**src/sv/oppf_pkg.sv**
```systemverilog
`default_nettype none

package oppf_pkg;

    // Widths fixed by the character and table formats.
    localparam int SYM_W       = 8;
    localparam int CLS_W       = 3;
    localparam int KIND_W      = 2;
    localparam int VC_W        = 6;
    localparam int TABLE_W     = 36;
    localparam int TABLE_IDX_W = 6;
    localparam int DEPTH_DEF   = 63;

    localparam logic [TABLE_W-1:0] TABLE_RESET = 36'd1056598463;
    localparam logic [VC_W-1:0]    VALUE_MAX   = 6'd63;
    localparam logic [VC_W-1:0]    VALUE_MIN_OP = 6'd2;

    // Character codes.
    localparam logic [SYM_W-1:0] CH_PLUS  = 8'h2B;
    localparam logic [SYM_W-1:0] CH_MINUS = 8'h2D;
    localparam logic [SYM_W-1:0] CH_STAR  = 8'h2A;
    localparam logic [SYM_W-1:0] CH_SLASH = 8'h2F;
    localparam logic [SYM_W-1:0] CH_END   = 8'h24;
    localparam logic [SYM_W-1:0] CH_UP_A  = 8'h41;
    localparam logic [SYM_W-1:0] CH_UP_Z  = 8'h5A;
    localparam logic [SYM_W-1:0] CH_LO_A  = 8'h61;
    localparam logic [SYM_W-1:0] CH_LO_Z  = 8'h7A;

    // Character classes; the order matches the rows and columns of the table.
    localparam logic [CLS_W-1:0] CLS_LETTER = 3'd0;
    localparam logic [CLS_W-1:0] CLS_PLUS   = 3'd1;
    localparam logic [CLS_W-1:0] CLS_MINUS  = 3'd2;
    localparam logic [CLS_W-1:0] CLS_STAR   = 3'd3;
    localparam logic [CLS_W-1:0] CLS_SLASH  = 3'd4;
    localparam logic [CLS_W-1:0] CLS_END    = 3'd5;
    localparam logic [CLS_W-1:0] CLS_BAD    = 3'd6;

    // Result kinds.
    localparam logic [KIND_W-1:0] KIND_SYM    = 2'd0;
    localparam logic [KIND_W-1:0] KIND_ACCEPT = 2'd1;
    localparam logic [KIND_W-1:0] KIND_REJECT = 2'd2;

    // Shift control broadcast to every stack cell.
    typedef struct packed {
        logic push;
        logic pop;
    } t_stk_ctl;

    function automatic logic [CLS_W-1:0] classify(input logic [SYM_W-1:0] c);
        logic [CLS_W-1:0] cls;
        if ((c >= CH_UP_A && c <= CH_UP_Z) || (c >= CH_LO_A && c <= CH_LO_Z)) begin
            cls = CLS_LETTER;
        end else begin
            case (c)
                CH_PLUS:  cls = CLS_PLUS;
                CH_MINUS: cls = CLS_MINUS;
                CH_STAR:  cls = CLS_STAR;
                CH_SLASH: cls = CLS_SLASH;
                CH_END:   cls = CLS_END;
                default:  cls = CLS_BAD;
            endcase
        end
        return cls;
    endfunction

    // Reduce bit for stack-top class row against incoming class col.
    function automatic logic reduce_bit(input logic [TABLE_W-1:0] tbl,
                                        input logic [CLS_W-1:0]   row,
                                        input logic [CLS_W-1:0]   col);
        logic [TABLE_IDX_W-1:0] idx;
        logic                   bit_out;
        idx = {3'b000, row} * 6'd6 + {3'b000, col};
        if (idx > 6'd35) begin
            bit_out = 1'b0;
        end else begin
            bit_out = tbl[idx];
        end
        return bit_out;
    endfunction

endpackage

`default_nettype wire

```
**src/sv/operator_precedence_infix_to_postfix.sv**
```systemverilog
// Operator-precedence infix-to-postfix converter.
// Input channel (i_valid/o_ready/i_symbol) takes one character per transaction:
// letters are operands, + - * / operators, '$' ends the expression. Output
// channel (o_valid/i_ready) delivers results: a postfix symbol (kind 0), accept
// (kind 1) or reject (kind 2); o_last marks the final result of a character.
// The stack is a chain of shift cells with the top in the first cell.
// A character is taken in S_IDLE; then each S_WORK cycle pops and emits one
// symbol unless the receiver stalls, and a last S_WORK step either pushes the
// character (no result) or gives the verdict; the next character is taken
// after that. The first result reaches the output register from S_WORK, after
// the character's acceptance. A stalled receiver holds the output register and
// freezes the pop sequence; nothing is lost.
// Any verdict clears the stack and the value count; the precedence table is
// kept. The 36-bit table is written over APB at address 0 (64-bit data).
// Reset empties the stack, clears the counts and output, and loads the default
// table; no clearing pass is needed.
`default_nettype none

module operator_precedence_infix_to_postfix #(
    parameter int STACK_DEPTH = oppf_pkg::DEPTH_DEF
) (
    input  wire logic        i_clk,
    input  wire logic        i_rst_n,
    // Input channel.
    input  wire logic        i_valid,
    output logic             o_ready,
    input  wire logic [7:0]  i_symbol,
    // Output channel.
    output logic             o_valid,
    input  wire logic        i_ready,
    output logic      [7:0]  o_out_symbol,
    output logic      [1:0]  o_kind,
    output logic             o_last,
    // Configuration port.
    input  wire logic        psel,
    input  wire logic        penable,
    input  wire logic        pwrite,
    input  wire logic [3:0]  paddr,
    input  wire logic [63:0] pwdata,
    output logic      [63:0] prdata,
    output logic             pready
);
    import oppf_pkg::*;

    localparam int CW = $clog2(STACK_DEPTH + 1);
    localparam logic [CW-1:0] CNT_FULL = CW'(STACK_DEPTH);
    localparam logic [CW-1:0] CNT_ONE  = CW'(1);

    typedef enum logic {
        S_IDLE,
        S_WORK
    } t_state;

    t_state              r_state, n_state;
    logic [SYM_W-1:0]    r_sym, n_sym;
    logic [CLS_W-1:0]    r_cls, n_cls;
    logic [CW-1:0]       r_cnt, n_cnt;
    logic [VC_W-1:0]     r_vc, n_vc;
    logic                r_o_valid, n_o_valid;
    logic [SYM_W-1:0]    r_o_sym, n_o_sym;
    logic [KIND_W-1:0]   r_o_kind, n_o_kind;
    logic                r_o_last, n_o_last;
    logic [TABLE_W-1:0]  r_table;

    t_stk_ctl            w_ctl;
    logic [SYM_W-1:0]    w_top, w_next;
    logic [CLS_W-1:0]    w_top_cls, w_next_cls;
    logic                w_red, w_next_push, w_can, w_verdict, w_cfg_wr;

    // Stack of shift cells.
    oppf_stack #(
        .STACK_DEPTH (STACK_DEPTH)
    ) u_stack (
        .i_clk       (i_clk),
        .i_ctl       (w_ctl),
        .i_push_data (r_sym),
        .o_top       (w_top),
        .o_next      (w_next)
    );

    // Configuration register write and read-back.
    assign w_cfg_wr = psel && penable && pwrite && pready;
    assign pready   = 1'b1;
    assign prdata   = (paddr[3] == 1'b0) ? {{(64-TABLE_W){1'b0}}, r_table} : '0;

    always_ff @(posedge i_clk) begin
        if (!i_rst_n) begin
            r_table <= TABLE_RESET;
        end else if (w_cfg_wr && (paddr[3] == 1'b0)) begin
            r_table <= pwdata[TABLE_W-1:0];
        end
    end

    // Reduce decision for the current top and look-ahead for the entry below it.
    assign w_top_cls   = classify(w_top);
    assign w_next_cls  = classify(w_next);
    assign w_red       = (r_cnt != '0) && (w_top_cls < CLS_END)
                         && reduce_bit(r_table, w_top_cls, r_cls);
    assign w_next_push = (r_cnt == CNT_ONE) || (w_next_cls >= CLS_END)
                         || !reduce_bit(r_table, w_next_cls, r_cls);
    assign w_can       = !r_o_valid || i_ready;

    // One step of the parser per cycle while the output is not stalled.
    always_comb begin
        n_state   = r_state;
        n_sym     = r_sym;
        n_cls     = r_cls;
        n_cnt     = r_cnt;
        n_vc      = r_vc;
        n_o_valid = r_o_valid;
        n_o_sym   = r_o_sym;
        n_o_kind  = r_o_kind;
        n_o_last  = r_o_last;
        w_ctl     = '0;
        w_verdict = 1'b0;

        if (r_o_valid && i_ready) begin
            n_o_valid = 1'b0;
        end

        case (r_state)
            S_IDLE: begin
                if (i_valid) begin
                    n_sym   = i_symbol;
                    n_cls   = classify(i_symbol);
                    n_state = S_WORK;
                end
            end
            S_WORK: begin
                if (w_can) begin
                    if (r_cls == CLS_BAD) begin
                        w_verdict = 1'b1;
                        n_o_kind  = KIND_REJECT;
                    end else if (w_red) begin
                        if ((w_top_cls == CLS_LETTER) ? (r_vc == VALUE_MAX)
                                                      : (r_vc < VALUE_MIN_OP)) begin
                            w_verdict = 1'b1;
                            n_o_kind  = KIND_REJECT;
                        end else begin
                            n_vc      = (w_top_cls == CLS_LETTER) ? r_vc + 1'b1
                                                                  : r_vc - 1'b1;
                            n_o_valid = 1'b1;
                            n_o_sym   = w_top;
                            n_o_kind  = KIND_SYM;
                            n_o_last  = (r_cls != CLS_END) && w_next_push;
                            w_ctl.pop = 1'b1;
                            n_cnt     = r_cnt - 1'b1;
                        end
                    end else if (r_cls == CLS_END) begin
                        w_verdict = 1'b1;
                        n_o_kind  = ((r_cnt == '0) && (r_vc == VC_W'(1))) ? KIND_ACCEPT
                                                                         : KIND_REJECT;
                    end else if (r_cnt >= CNT_FULL) begin
                        w_verdict = 1'b1;
                        n_o_kind  = KIND_REJECT;
                    end else begin
                        w_ctl.push = 1'b1;
                        n_cnt      = r_cnt + 1'b1;
                        n_state    = S_IDLE;
                    end

                    // A verdict ends the expression.
                    if (w_verdict) begin
                        n_o_valid = 1'b1;
                        n_o_sym   = '0;
                        n_o_last  = 1'b1;
                        n_cnt     = '0;
                        n_vc      = '0;
                        n_state   = S_IDLE;
                    end
                end
            end
            default: begin
                n_state = S_IDLE;
            end
        endcase
    end

    // State, counters and the output register.
    always_ff @(posedge i_clk) begin
        if (!i_rst_n) begin
            r_state   <= S_IDLE;
            r_cnt     <= '0;
            r_vc      <= '0;
            r_o_valid <= 1'b0;
        end else begin
            r_state   <= n_state;
            r_cnt     <= n_cnt;
            r_vc      <= n_vc;
            r_o_valid <= n_o_valid;
        end
        r_sym    <= n_sym;
        r_cls    <= n_cls;
        r_o_sym  <= n_o_sym;
        r_o_kind <= n_o_kind;
        r_o_last <= n_o_last;
    end

    assign o_ready      = (r_state == S_IDLE);
    assign o_valid      = r_o_valid;
    assign o_out_symbol = r_o_sym;
    assign o_kind       = r_o_kind;
    assign o_last       = r_o_last;

`ifndef SYNTHESIS
    // The stack never holds more entries than there are cells.
    a_cnt_range: assert property (@(posedge i_clk) disable iff (!i_rst_n)
        r_cnt <= CNT_FULL)
        else $error("stack count beyond depth");

    // A verdict always closes the character and carries no symbol.
    a_verdict_fmt: assert property (@(posedge i_clk) disable iff (!i_rst_n)
        (r_o_valid && (r_o_kind != KIND_SYM)) |-> (r_o_last && (r_o_sym == '0)))
        else $error("verdict result malformed");

    // After a verdict the stack and value count are empty.
    a_verdict_clear: assert property (@(posedge i_clk) disable iff (!i_rst_n)
        w_verdict |=> ((r_cnt == '0) && (r_vc == '0)))
        else $error("verdict did not clear state");

    // No new character is taken while the parser is still working.
    a_no_accept_busy: assert property (@(posedge i_clk) disable iff (!i_rst_n)
        (r_state == S_WORK) |-> !o_ready)
        else $error("input ready while busy");
`endif

endmodule

`default_nettype wire

```
**src/sv/oppf_cell.sv**
```systemverilog
`default_nettype none

module oppf_cell (
    input  wire logic                  i_clk,
    input  wire oppf_pkg::t_stk_ctl    i_ctl,
    input  wire logic [7:0]            i_above,
    input  wire logic [7:0]            i_below,
    output logic      [7:0]            o_data
);
    import oppf_pkg::*;

    logic [SYM_W-1:0] r_data;

    // A push takes the entry from the cell above, a pop the one from below.
    always_ff @(posedge i_clk) begin
        if (i_ctl.push) begin
            r_data <= i_above;
        end else if (i_ctl.pop) begin
            r_data <= i_below;
        end
    end

    assign o_data = r_data;

endmodule

`default_nettype wire

```
**src/sv/oppf_stack.sv**
```systemverilog
`default_nettype none

module oppf_stack #(
    parameter int STACK_DEPTH = oppf_pkg::DEPTH_DEF
) (
    input  wire logic                  i_clk,
    input  wire oppf_pkg::t_stk_ctl    i_ctl,
    input  wire logic [7:0]            i_push_data,
    output logic      [7:0]            o_top,
    output logic      [7:0]            o_next
);
    import oppf_pkg::*;

    logic [SYM_W-1:0] w_data [STACK_DEPTH];

    // Cell 0 holds the top of the stack; deeper entries follow down the chain.
    for (genvar g = 0; g < STACK_DEPTH; g++) begin : g_cell
        logic [SYM_W-1:0] w_above;
        logic [SYM_W-1:0] w_below;

        if (g == 0) begin : g_first
            assign w_above = i_push_data;
        end else begin : g_inner_above
            assign w_above = w_data[g-1];
        end

        if (g == STACK_DEPTH - 1) begin : g_last
            assign w_below = '0;
        end else begin : g_inner_below
            assign w_below = w_data[g+1];
        end

        oppf_cell u_cell (
            .i_clk   (i_clk),
            .i_ctl   (i_ctl),
            .i_above (w_above),
            .i_below (w_below),
            .o_data  (w_data[g])
        );
    end

    assign o_top  = w_data[0];
    assign o_next = w_data[1];

endmodule

`default_nettype wire

```
**config.mk**
```make
export PLATFORM = sky130hd
export DESIGN_NAME = operator_precedence_infix_to_postfix
export DESIGN_NICKNAME = d
export VERILOG_FILES = /design/src/sv/oppf_pkg.sv /design/src/sv/operator_precedence_infix_to_postfix.sv /design/src/sv/oppf_cell.sv /design/src/sv/oppf_stack.sv
export SDC_FILE = /design/constraint.sdc
export NUM_CORES = 1
export LEC_CHECK = 0
export ABC_AREA = 1
export BUFFER_PORTS_ARGS = -buffer_cell sky130_fd_sc_hd__clkbuf_2
export CAP_MARGIN = 20
export CELL_PAD_IN_SITES_DETAIL_PLACEMENT = 0
export CELL_PAD_IN_SITES_GLOBAL_PLACEMENT = 1
export CORE_MARGIN = 4
export CORE_UTILIZATION = 45
export DETAILED_ROUTE_END_ITERATION = 8
export MAX_ROUTING_LAYER = met4
export PLACE_DENSITY = 0.87
export SETUP_SLACK_MARGIN = 0.5
export SLEW_MARGIN = 10
export SYNTH_ARGS = -nofsm -noshare
export SYNTH_HDL_FRONTEND = slang
export SYNTH_SLANG_ARGS = --single-unit
```
**constraint.sdc**
```tcl
create_clock -name i_clk -period 21 [get_ports i_clk]
set_input_delay 5.25 -clock i_clk [delete_from_list [all_inputs] [get_ports i_clk]]
set_output_delay 5.25 -clock i_clk [all_outputs]
set_load 0.05 [all_outputs]
```
==> results_dict.tcl <==
set metrics [dict create \
    io_pins 161 \
    cts_tree "yes" \
    min_path_type "register to register" \
    crit_slowest_cell "clkbuf_2" \
    worst_slack_ns 9.55 \
    tns_ns 0 \
    fill_cells 5212 \
    end_kind "output pin" \
    finalClockSkew_ns 0.0373 \
    cts.repair.resized 0 \
    place_ws_ns 9.55 \
    status "completed" \
    endpoint "prdata[35]" \
    yosysWarnings 0 \
    whs_ns 0.478 \
    coreArea_sq_mm 0.0591 \
    drtAntennaViolNets 0 \
    diodes 0 \
    dpl.hpwl_mm 28.1 \
    dr.pass1.iters 5 \
    worst-path-buf-inv 2 \
    cpMostUsedCell "clkbuf_2" \
    synth_ff_type "edfxtp_1" \
    worstPathRequired_ns 15.75 \
    cts_hold_buf 0 \
    cts_max_path_buffers 3 \
    clock-sinks 576 \
    min_period_ns 11.45 \
    peakVddDrop_mv 0.0675 \
    placedCellCount 3339 \
    clk_latency_ns 0.63 \
    start_kind "input pin" \
    drcViolationCount 0 \
    nNetsFinal 2733 \
    die_h_um 253 \
    portBuffers 100 \
    final_util_pct 50.0 \
    synth_xor_area_share_pct 0.195 \
    cap_viol_max_count 0 \
    r2r_setup_slack_ns 14.00 \
    grt_max_degree 261 \
    synth_simple_gate_area_share_pct 12.3 \
    syn_area_sq_mm 0.0270 \
    synth_top_area_share_pct 58.6 \
    clkTransAtPathRegs_ns 0.06 \
    die_area_sq_mm 0.0639 \
    syn_avg_cell_area_sq_um 10.4 \
    gp_congestion 0.825 \
    worstSetupPathType "input pin to output pin" \
    final_area_sq_mm 0.0296 \
    die_w_um 253 \
    grtUsageTotal_pct 14.0 \
    cp_max_fo 37 \
    synth-edff-count 526 \
    finalSetupViolations 0 \
    antenna_found_initial 0 \
    wl_mm 44.3 \
    drtIter0Drc 1245 \
    synth_compound_area_share_pct 14.2 \
    final_max_slew_viol_count 0 \
    rows 89 \
    avgRoutedWirePerCell_um 12.8 \
    reg2reg_depth 21 \
    synthAdderAreaFrac_pct 1.09 \
    drive_gt1_share_pct 15.6 \
    area_growth_pct 9.57 \
    synth_top_family_by_area "compound AO/OA/AOI/OAI gates" \
    gr-total-overflow 0 \
    vias 16896 \
    ys_types 43 \
    synth_cells 2588 \
    cp.arrival_ns 6.20 \
    ys_ff_latch 576 \
    hold_violations 0 \
    startpoint "paddr[3]" \
    grt_pass1_wl_mm 74.6 \
    report.power.total_mw 2.76 \
    grt_pass1_vias 15975 \
    power_leakage_nw 12.1 \
    yosys.area.top_type "edfxtp_1" \
    crit_path_cell_trace "clkbuf_2 -> nor2_1 -> clkbuf_2" \
    clock-root-buffer "clkbuf_16" \
    htreeDepth 2 \
    muxShareOfSynthArea_pct 0 \
    numCtsBuffers 57 \
    slew_headroom_pct 29.1 \
    crit_family "buffers and inverters" \
    finalNonFillerCells 3451 \
    start_util_pct 45.6 \
    p_per_area_mw_per_mm2 93.4 \
    max_stage_delay_ns 0.39 \
    r2r-end "u_stack.g_cell[34].u_cell.o_data[5]$_DFFE_PP_" \
    rsz0062_at_grt "no" \
    path_depth 3 \
    fin_crit_sh_pct 54.5 \
    reg2reg_from "u_stack.g_cell[0].u_cell.o_data[1]$_DFFE_PP_" \
    cts_post_setup_buffers_inserted 0 \
    dpl_cell_area_sq_mm 0.0275 \
    ys_top_cells_by_area "edfxtp_1 59%, a21oi_2 6.2%, nand2_1 5.7%" \
    clock.fmax_ghz 0.0873 \
    ys_seq_area_share_pct 62.3 \
    drt-vias-per-instance 4.90 \
    worst_pin_slew_ns 1.06 \
    synthArstFlopShare_pct 0 \
]
cell usage in the layout (no fill, tap or decap), types with 2 or more instances in the layout:
| cell type | instances |
|---|---|
| buf_12 | 3 |
| o31ai_1 | 2 |
| or2_2 | 3 |
| inv_1 | 376 |
| clkbuf_16 | 57 |
| buf_4 | 13 |
| nor3_1 | 10 |
| o21bai_1 | 2 |
| nand2_1 | 409 |
| edfxtp_1 | 526 |
| clkbuf_1 | 10 |
| o21ai_0 | 158 |
| inv_2 | 8 |
| o22ai_1 | 4 |
| nor2_1 | 321 |
| clkinv_1 | 13 |
| nand3_1 | 56 |
| dfxtp_1 | 50 |
| or2_1 | 2 |
| o21ai_1 | 148 |
| clkinv_2 | 12 |
| a21oi_1 | 69 |
| fa_1 | 4 |
| xor2_1 | 5 |
| nor4_1 | 3 |
| conb_1 | 29 |
| a21oi_2 | 191 |
| and3_1 | 2 |
| clkinvlp_4 | 2 |
| nand4_1 | 11 |
| clkbuf_2 | 100 |
| clkinv_16 | 2 |
| bufinv_16 | 11 |
| ha_1 | 17 |
| nand3b_1 | 4 |
| o211ai_1 | 24 |
| buf_16 | 3 |
| nand2_2 | 3 |
layer usage:
layer	global-route usage, %	wire length, um
met1	18.8	20600
met2	22.1	21100
met4	4.35	964
met3	2.21	1640
met5	-	0
synth_stat cells, types with 2 or more instances:
| cell type | n |
|---|---|
| or2_1 | 2 |
| dfxtp_1 | 50 |
| inv_2 | 8 |
| o22ai_1 | 4 |
| a21oi_2 | 191 |
| nor2_1 | 321 |
| nor3_1 | 10 |
| buf_6 | 51 |
| nand3_2 | 2 |
| o31ai_1 | 2 |
| o21ai_0 | 158 |
| nand2_1 | 410 |
| nand3b_1 | 4 |
| or2_2 | 3 |
| o21ai_1 | 148 |
| ha_1 | 17 |
| nand2_2 | 3 |
| nand4_1 | 11 |
| o211ai_1 | 24 |
| o21bai_1 | 2 |
| nor4_1 | 3 |
| conb_1 | 2 |
| fa_1 | 4 |
| edfxtp_1 | 526 |
| a21oi_1 | 69 |
| buf_4 | 58 |
| buf_2 | 21 |
| and3_1 | 2 |
| nand3_1 | 56 |
| clkbuf_1 | 34 |
| xor2_1 | 5 |
| inv_1 | 376 |
tightest hold or removal path, delay by kind of cell, from the launching register on:
family / cells / cell delay (ns)
buffers and inverters: 1 / 0.07
AOI/OAI and AO/OA: 1 / 0.05
DFF: 1 / 0.31
registers in the layout (all words and copies together) (netlist names), 2 cells and up:
signal / cells
r_cls: 3
r_sym: 8
r_table: 36
r_vc: 6
u_stack.g_cell.u_cell.o_data: 504
o_kind: 2
o_out_symbol: 8
r_cnt: 6
power by group:
part	leakage [nW]	switching, mW	total [mW]	internal, mW
combinational	5.83	0.214	0.304	0.0903
sequential	5.26	0.0288	1.39	1.36
clock	0.970	0.431	1.07	0.637
total	12.1	0.674	2.76	2.09
layout make-up:
cell class	count	area (sq um)	share of cell area (%)
tap	773	967	3.27
inverter	385	1450	4.89
timing repair buffer	119	741	2.51
sequential	576	16800	56.8
clock buffer	67	1460	4.95
multi-input combinational	1490	7610	25.7
clock inverter	41	536	1.81
worst min-delay path by stage:
stage | cells after the start | start | end | slack (ns)
finish | 2 | r_table[31]$_SDFFE_PN0P_ | r_table[31]$_SDFFE_PN0P_ | 0.48
floorplan | 2 | r_table[16]$_SDFFE_PN0P_ | r_table[16]$_SDFFE_PN0P_ | 0.44
detailed placement | 2 | r_table[16]$_SDFFE_PN0P_ | r_table[16]$_SDFFE_PN0P_ | 0.47
global placement | 2 | r_table[33]$_SDFFE_PN0P_ | r_table[33]$_SDFFE_PN0P_ | 0.47
global route | 2 | r_table[33]$_SDFFE_PN0P_ | r_table[33]$_SDFFE_PN0P_ | 0.50
CTS | 2 | r_table[31]$_SDFFE_PN0P_ | r_table[31]$_SDFFE_PN0P_ | 0.48
cell families after synthesis:
logic type      after synthesis
xor+xnor                      6
buf+inv                     549
other cells                   2
flops                       576
simple gates                831
compound gates              603
fa+ha+maj                    21
No activity file was read; power rests on OpenSTA's default activity.
